===== src/rtl/ghist_pkg.sv =====
// Shared types and constants for the gated channel histogram.
`timescale 1ns / 1ps
`default_nettype none

package ghist_pkg;

    localparam int NUM_CHANNELS = 128;
    localparam int COUNT_WIDTH  = 32;
    localparam int CH_AW        = $clog2(NUM_CHANNELS);

    localparam int CHANNEL_W   = 7;
    localparam int TIME_W      = 32;
    localparam int BIN_COUNT_W = 32;

    // word layouts: fields packed from bit 0, padded to whole bytes
    localparam int IN_TDATA_W  = 40;
    localparam int OUT_TDATA_W = 40;

    typedef logic [COUNT_WIDTH-1:0] count_t;
    typedef logic [CH_AW-1:0]       addr_t;

    typedef enum logic [1:0] {
        CFG_WINDOW_START = 2'd0,
        CFG_WINDOW_END   = 2'd1,
        CFG_BAND_FIRST   = 2'd2,
        CFG_BAND_LAST    = 2'd3
    } cfg_idx_t;

    typedef enum logic {
        FUNC_RECORD = 1'b0,
        FUNC_READ   = 1'b1
    } func_t;

    typedef struct packed {
        logic in_time;
        logic in_band;
        logic in_range;
    } gate_t;

endpackage

`default_nettype wire


===== src/rtl/ghist_store.sv =====
// Counter store: one write port, one read port with registered read data.
`timescale 1ns / 1ps
`default_nettype none

module ghist_store (
    input  wire logic            clk,
    input  wire logic            rst_n,
    input  wire logic            rd_en,
    input  wire ghist_pkg::addr_t  rd_addr,
    output      ghist_pkg::count_t rd_data,
    input  wire logic            wr_en,
    input  wire ghist_pkg::addr_t  wr_addr,
    input  wire ghist_pkg::count_t wr_data
);
    import ghist_pkg::*;

    count_t                  mem [NUM_CHANNELS];
    logic [NUM_CHANNELS-1:0] valid_reg;
    count_t                  rdata_reg;
    logic                    rvalid_reg;

    always_ff @(posedge clk)
    begin
        if (wr_en)
        begin
            mem[wr_addr] <= wr_data;
        end
        if (rd_en)
        begin
            rdata_reg <= mem[rd_addr];
        end
    end

    // an entry never written since reset reads as zero
    always_ff @(posedge clk or negedge rst_n)
    begin
        if (!rst_n)
        begin
            valid_reg  <= '0;
            rvalid_reg <= 1'b0;
        end
        else
        begin
            if (wr_en)
            begin
                valid_reg[wr_addr] <= 1'b1;
            end
            if (rd_en)
            begin
                rvalid_reg <= valid_reg[rd_addr];
            end
        end
    end

    assign rd_data = rvalid_reg ? rdata_reg : '0;

endmodule

`default_nettype wire


===== src/rtl/ghist_cfg.sv =====
// Window and band registers plus the time, band and range gate checks.
`timescale 1ns / 1ps
`default_nettype none

module ghist_cfg (
    input  wire logic                               clk,
    input  wire logic                               rst_n,
    input  wire logic                               wr_en,
    input  wire logic [1:0]                         wr_index,
    input  wire logic [31:0]                        wr_data,
    input  wire logic [ghist_pkg::TIME_W-1:0]       event_time,
    input  wire logic [ghist_pkg::CHANNEL_W-1:0]    channel,
    output      ghist_pkg::gate_t                   gate
);
    import ghist_pkg::*;

    logic [TIME_W-1:0]    window_start_reg;
    logic [TIME_W-1:0]    window_end_reg;
    logic [CHANNEL_W-1:0] band_first_reg;
    logic [CHANNEL_W-1:0] band_last_reg;

    always_ff @(posedge clk or negedge rst_n)
    begin
        if (!rst_n)
        begin
            window_start_reg <= {1'b1, {(TIME_W-1){1'b0}}};
            window_end_reg   <= {1'b0, {(TIME_W-1){1'b1}}};
            band_first_reg   <= '0;
            band_last_reg    <= '1;
        end
        else if (wr_en)
        begin
            unique case (cfg_idx_t'(wr_index))
                CFG_WINDOW_START: window_start_reg <= wr_data[TIME_W-1:0];
                CFG_WINDOW_END:   window_end_reg   <= wr_data[TIME_W-1:0];
                CFG_BAND_FIRST:   band_first_reg   <= wr_data[CHANNEL_W-1:0];
                CFG_BAND_LAST:    band_last_reg    <= wr_data[CHANNEL_W-1:0];
            endcase
        end
    end

    always_comb
    begin
        gate.in_time  = ($signed(event_time) >= $signed(window_start_reg)) &&
                        ($signed(event_time) <= $signed(window_end_reg));
        gate.in_band  = (channel >= band_first_reg) && (channel <= band_last_reg);
        gate.in_range = (32'(channel) < 32'(NUM_CHANNELS));
    end

endmodule

`default_nettype wire


===== src/rtl/gated_channel_histogram_unit.sv =====
// Top level: stream ports, read-modify-write pipeline and result register.
`timescale 1ns / 1ps
`default_nettype none

// Gated multichannel analyzer histogram. Each input word either records an
// event (tuser = 0: counted in its channel when its time lies in the inclusive
// window and its channel in the inclusive band, saturating) or reads and
// clears one bin (tuser = 1). Exactly one output word per input word, in
// order. One word is taken per cycle while results are taken; the input stalls
// only when the read stage holds a word and the result register is full and
// not being taken. A result is presented once its word leaves the read stage:
// the counter store is read at the accepting edge, and the edge on which the
// word leaves the read stage writes the increment or clear back and registers
// the result. Back-to-back hits on the same bin are served by forwarding the
// value being written. The store is empty right after reset: per-bin valid
// bits stand in for a clearing pass, so input is taken from the first cycle.
module gated_channel_histogram_unit (
    input  wire logic                                 clk,
    input  wire logic                                 rst_n,
    // input words
    input  wire logic                                 s_tvalid,
    output      logic                                 s_tready,
    input  wire logic [ghist_pkg::IN_TDATA_W-1:0]     s_tdata,  // event_time[31:0], channel[38:32]
    input  wire logic                                 s_tuser,  // func
    // result words
    output      logic                                 m_tvalid,
    input  wire logic                                 m_tready,
    output      logic [ghist_pkg::OUT_TDATA_W-1:0]    m_tdata,  // accepted[0], bin_count[32:1]
    // register writes
    input  wire logic                                 cfg_valid,
    output      logic                                 cfg_ready,
    input  wire logic [1:0]                           cfg_index,
    input  wire logic [31:0]                          cfg_data
);
    import ghist_pkg::*;

    logic [TIME_W-1:0]    in_time;
    logic [CHANNEL_W-1:0] in_channel;
    gate_t                gate;
    logic                 in_accept;
    addr_t                in_addr;

    // read stage
    logic                 s1_valid_reg;
    func_t                s1_func_reg;
    addr_t                s1_addr_reg;
    logic                 s1_range_reg;
    logic                 s1_pass_reg;
    logic                 fwd_hit_reg;
    count_t               fwd_data_reg;
    logic                 s1_adv;

    count_t               rd_data;
    count_t               cur;
    logic                 wr_en;
    count_t               wr_data;
    logic                 res_accepted;
    logic [BIN_COUNT_W-1:0] res_count;

    logic                 m_valid_reg;
    logic [OUT_TDATA_W-1:0] m_data_reg;

    assign in_time    = s_tdata[TIME_W-1:0];
    assign in_channel = s_tdata[TIME_W +: CHANNEL_W];
    assign in_addr    = CH_AW'(in_channel);

    assign cfg_ready = 1'b1;

    ghist_cfg u_cfg (
        .clk        (clk),
        .rst_n      (rst_n),
        .wr_en      (cfg_valid),
        .wr_index   (cfg_index),
        .wr_data    (cfg_data),
        .event_time (in_time),
        .channel    (in_channel),
        .gate       (gate)
    );

    assign s1_adv    = s1_valid_reg && (!m_valid_reg || m_tready);
    assign s_tready  = !s1_valid_reg || s1_adv;
    assign in_accept = s_tvalid && s_tready;

    ghist_store u_store (
        .clk     (clk),
        .rst_n   (rst_n),
        .rd_en   (in_accept),
        .rd_addr (in_addr),
        .rd_data (rd_data),
        .wr_en   (wr_en),
        .wr_addr (s1_addr_reg),
        .wr_data (wr_data)
    );

    // a write landing on the bin read in the same cycle misses the read data
    assign cur = fwd_hit_reg ? fwd_data_reg : rd_data;

    always_comb
    begin
        wr_data      = '0;
        res_accepted = 1'b0;
        res_count    = '0;
        wr_en        = 1'b0;
        case (s1_func_reg)
            FUNC_READ:
            begin
                wr_en = s1_adv && s1_range_reg;
                if (s1_range_reg)
                begin
                    res_count = BIN_COUNT_W'(cur);
                end
            end
            FUNC_RECORD:
            begin
                wr_en        = s1_adv && s1_pass_reg;
                res_accepted = s1_pass_reg;
                wr_data      = (cur == '1) ? cur : cur + 1'b1;
            end
            default:
            begin
                wr_en = 1'b0;
            end
        endcase
    end

    always_ff @(posedge clk or negedge rst_n)
    begin
        if (!rst_n)
        begin
            s1_valid_reg <= 1'b0;
            fwd_hit_reg  <= 1'b0;
            m_valid_reg  <= 1'b0;
        end
        else
        begin
            if (in_accept)
            begin
                s1_valid_reg <= 1'b1;
                fwd_hit_reg  <= wr_en && (s1_addr_reg == in_addr);
            end
            else if (s1_adv)
            begin
                s1_valid_reg <= 1'b0;
            end
            if (s1_adv)
            begin
                m_valid_reg <= 1'b1;
            end
            else if (m_tready)
            begin
                m_valid_reg <= 1'b0;
            end
        end
    end

    always_ff @(posedge clk)
    begin
        if (in_accept)
        begin
            s1_func_reg  <= func_t'(s_tuser);
            s1_addr_reg  <= in_addr;
            s1_range_reg <= gate.in_range;
            s1_pass_reg  <= gate.in_time && gate.in_band && gate.in_range;
            fwd_data_reg <= wr_data;
        end
        if (s1_adv)
        begin
            m_data_reg <= OUT_TDATA_W'({res_count, res_accepted});
        end
    end

    assign m_tvalid = m_valid_reg;
    assign m_tdata  = m_data_reg;

    // the store is written only as an item leaves the read stage
    assert property (@(posedge clk) disable iff (!rst_n) wr_en |-> s1_valid_reg)
        else $error("store write without an item in the read stage");

    // a stalled read stage keeps its item
    assert property (@(posedge clk) disable iff (!rst_n)
        (s1_valid_reg && !s1_adv) |=> s1_valid_reg)
        else $error("read stage item lost while stalled");

    // a same-bin write in the accepting cycle sets the forward flag
    assert property (@(posedge clk) disable iff (!rst_n)
        (in_accept && wr_en && (s1_addr_reg == in_addr)) |=> fwd_hit_reg)
        else $error("same-bin overlap not forwarded");

    // an event result never carries a count, a read result is never accepted
    assert property (@(posedge clk) disable iff (!rst_n)
        m_valid_reg |-> !(m_data_reg[0] && (m_data_reg[BIN_COUNT_W:1] != '0)))
        else $error("result has both accepted and a count");

endmodule

`default_nettype wire


===== config.mk =====
export PLATFORM = sky130hd
export DESIGN_NAME = gated_channel_histogram_unit
export DESIGN_NICKNAME = d
export VERILOG_FILES = /design/src/rtl/ghist_pkg.sv /design/src/rtl/ghist_store.sv /design/src/rtl/ghist_cfg.sv /design/src/rtl/gated_channel_histogram_unit.sv
export SDC_FILE = /design/constraint.sdc
export NUM_CORES = 2
export LEC_CHECK = 0
export ABC_CLOCK_PERIOD_IN_PS = 18300
export BUFFER_PORTS_ARGS = -buffer_cell sky130_fd_sc_hd__buf_4
export CORE_MARGIN = 8
export CORE_UTILIZATION = 32
export CTS_BUF_LIST = sky130_fd_sc_hd__clkbuf_2 sky130_fd_sc_hd__clkbuf_4 sky130_fd_sc_hd__clkbuf_8
export CTS_CLUSTER_SIZE = 25
export DETAILED_ROUTE_END_ITERATION = 16
export GPL_TIMING_DRIVEN = 0
export PLACE_DENSITY = 0.47
export SYNTH_ARGS = -nofsm -noshare
export SYNTH_HDL_FRONTEND = slang
export SYNTH_SLANG_ARGS = --single-unit

===== constraint.sdc =====
create_clock -name clk -period 18.3 [get_ports clk]
set_input_delay 0.915 -clock clk [delete_from_list [all_inputs] [get_ports clk]]
set_output_delay 0.915 -clock clk [all_outputs]
set_load 0.01 [all_outputs]

==> impl_metrics.toml <==
[die]
placementRows = 268
io_pins = 123
start_util_pct = 32.1
die_h_um = 747
dieArea_um2 = 558000
fp.dieW_um = 747
core_area_um2 = 532000

[timing]
rsz0062_at_grt = "no"
worst_clock_skew_ns = 0.209
finalSetupViolCount = 0
hold_ws_ns = 0.221
min_period_ns = 5.66
fin_ws_ns = 12.64
fin_tns_setup_ns = 0
hold_viol = 0
post-route-period-util_pct = 30.9
drv_slew = 0
max_slew_margin_pct = 1.90
fmax_ghz = 0.177
worst_slew_pin_slew_ns = 1.43

[yosys]
synth.most_common_cell = "edfxtp_1"
synth_seq_area_share_pct = 76.9
yosys-top-cells-count = "4202 x edfxtp_1, 1181 x mux4_2, 301 x mux2i_1"
syn_avg_cell_area_um2 = 22.4
ys_ff_latch = 4412
synth_flop_cell = "edfxtp_1"
synth_top_cell_by_area = "edfxtp_1"
synth_edf_count = 4202
synth_area_leaders = "edfxtp_1 74%, mux4_2 16%, dfrtp_1 2.5%, mux2i_1 1.8%, dfstp_2 0.60%"
yosysTopAreaCellShare_pct = 73.8
ys_types = 74
ys_async_sr_fraction_pct = 4.76
syn_inst = 7625
yosysWarnings = 0
synthesis.area_um2 = 171000

[worst_setup_path]
worstSetupEndpointType = "flop"
ff2ff_path_depth = 15
worst-path-max-fanout = 36
crit_end = "u_store.mem[35][9]"
critPathRequiredTime_ns = 19.32
cp.arrival_ns = 6.68
worst-setup-path-type = "flop to flop"
rrSetupSlack_ns = 12.64
reg2reg_to = "u_store.mem[35][9]"
critPathLaunch = "u_store.rvalid_reg"
crit_path_start_kind = "flop"
r2r-start = "u_store.rvalid_reg"

[finish]
n_fill_cell = 47900
layout-drive-gt1-share_pct = 35.0
fin_nets = 8971
area_growth_pct = 18.6
largest_reg_flops = 4096

[clock_network]
numCtsBuffers = 735
cts.clk_slew.worst_paths_ns = 0.07
post_cts_buffers = 0
root_buffer = "clkbuf_8"
cts_tree = "built"
clock_latency_ns = 1.39
cts_max_level = 6
clock_path_buffers = 4
cts_sinks = 4412

[detailed_routing]
firstDrtPassIters = 8
wl_per_cell_um = 30.8
routed_wl_um = 506000
drc_errors = 0
dr.first_iter.drc_count = 8465
final_antenna_net_count = 0
via_count = 84700
post_drt_via_cell_ratio = 5.15

[grt]
grt_pass1_wl_um = 703000
grt_max_degree = 125
grt_use_met2_pct = 28.6
overflow = 0
grt_use_met3_pct = 3.30
met1_usage_pct = 23.7
grt_pass1_vias = 89200
grt_use_total_pct = 17.7
antenna_found_initial = 59
top_usage_layer = "met2"

[power_and_ir_drop]
seqPwrFrac_pct = 52.6
power_switching_mw = 5.18
pwr-share-clk_pct = 40.0
ir_drop_v = 0.0000784
pwr-share-comb_pct = 7.4
finalPower_mw = 21.6
switching_share_pct = 23.9
p_per_area_nw_per_um2 = 107
internal_power_mw = 16.5
power.leakage_nw = 66.3

[job]
max_cap_violations = 0

[placed_design]
routabilityCongestion = 0.888
io_buffers = 113
dp.final_hpwl_um = 357000
dp_slack_ns = 11.65

[hold_path]
min_path_type = "input pin to flop"

[outcome]
status = "finished clean"
## worst min-delay path by stage
stage | start | cells after the start | slack, ns | endpoint
final | cfg_index[1] | 3 | 0.22 | u_cfg.window_start_reg[0]
after global routing | cfg_index[1] | 3 | 0.13 | u_cfg.window_start_reg[0]
after CTS | cfg_index[1] | 3 | 0.04 | u_cfg.window_start_reg[0]
after detailed placement | u_store.valid_reg[13] | 1 | 0.45 | u_store.valid_reg[13]
after global placement | u_store.valid_reg[94] | 1 | 0.44 | u_store.valid_reg[94]
after floorplan | u_store.valid_reg[11] | 1 | 0.43 | u_store.valid_reg[11]
## power by group through the flow
stage / Clock (mW) / Combinational (mW) / Sequential, mW
after floorplan: 0 / 0.798 / 11.6
after global placement: 0 / 1.43 / 11.7
after detailed placement: 0 / 1.61 / 11.6
after CTS: 8.90 / 1.62 / 11.4
after global routing: 9.30 / 1.70 / 11.4
final: 8.66 / 1.60 / 11.4
## metal layers
layer | routed length, µm | vias up
li1 | - | 34600
met1 | 212000 | 46200
met2 | 242000 | 3006
met3 | 32100 | 835
met4 | 20300 | 0
met5 | 0 | -
## critical path: stages (launching register included)
cell      delay, ns
dfrtp_1        0.34
buf_4          0.19
buf_4          0.21
clkbuf_1       0.53
nand3b_1       0.23
nand2_1        0.22
ha_1           0.19
inv_1          0.06
a21oi_1        0.34
nand3_1        0.25
nor4_1         0.78
a21oi_1        0.31
xnor2_1        0.24
nor2_4         0.73
buf_12         0.28
buf_12         0.23
## layout make-up
type	instances	area, µm²	share of cell area (%)
diodes	48	120	0.0593
repair buffers	444	7190	3.55
clock inverters	309	2170	1.07
clock buffers	1003	12200	6.04
multi-input cells	2742	38600	19.1
plain buffers	394	1730	0.854
inverters	83	314	0.155
flip-flops and latches	4412	131000	64.9
well taps	7020	8780	4.33
## cells in the final DEF (no fill, tap or decap), types with 130 or more instances in the layout
cell type / count
nand2_1: 224
buf_12: 155
clkbuf_1: 147
edfxtp_1: 4202
dfrtp_1: 171
mux2i_1: 299
mux4_2: 1181
buf_2: 130
clkbuf_8: 753
nor2_4: 147
clkbuf_4: 251
clkinv_1: 161
## cell families after synthesis
| family | after synthesis | share of synthesized area, % |
|---|---|---|
| flip-flops | 4412 | 76.9 |
| multiplexers | 1534 | 17.7 |
| AND/OR/NAND/NOR | 792 | 2.26 |
| buffers and inverters | 477 | 1.18 |
| AO/OA/AOI/OAI | 302 | 1.22 |
| adder cells (fa/ha/maj) | 79 | 0.578 |
| XOR/XNOR | 27 | 0.138 |
| other | 2 | 0.00439 |
## timing repair
item / CTS / global route
hold buffers: 45 / 0
gates resized for setup: 0 / 0
endpoints found under the hold margin: 158 / 0
## metrics by stage
stage / area (µm²) / std cells / util [%]
after floorplan: 171000 / 7631 / -
after global placement: 181000 / 14800 / 33.9
after detailed placement: 188000 / 15000 / 35.3
after CTS: 203000 / 16400 / 38.1
after global routing: 203000 / 16400 / 38.1
final: 203000 / 16500 / 38.1
Note: power is estimated with default switching activity, not from simulation.
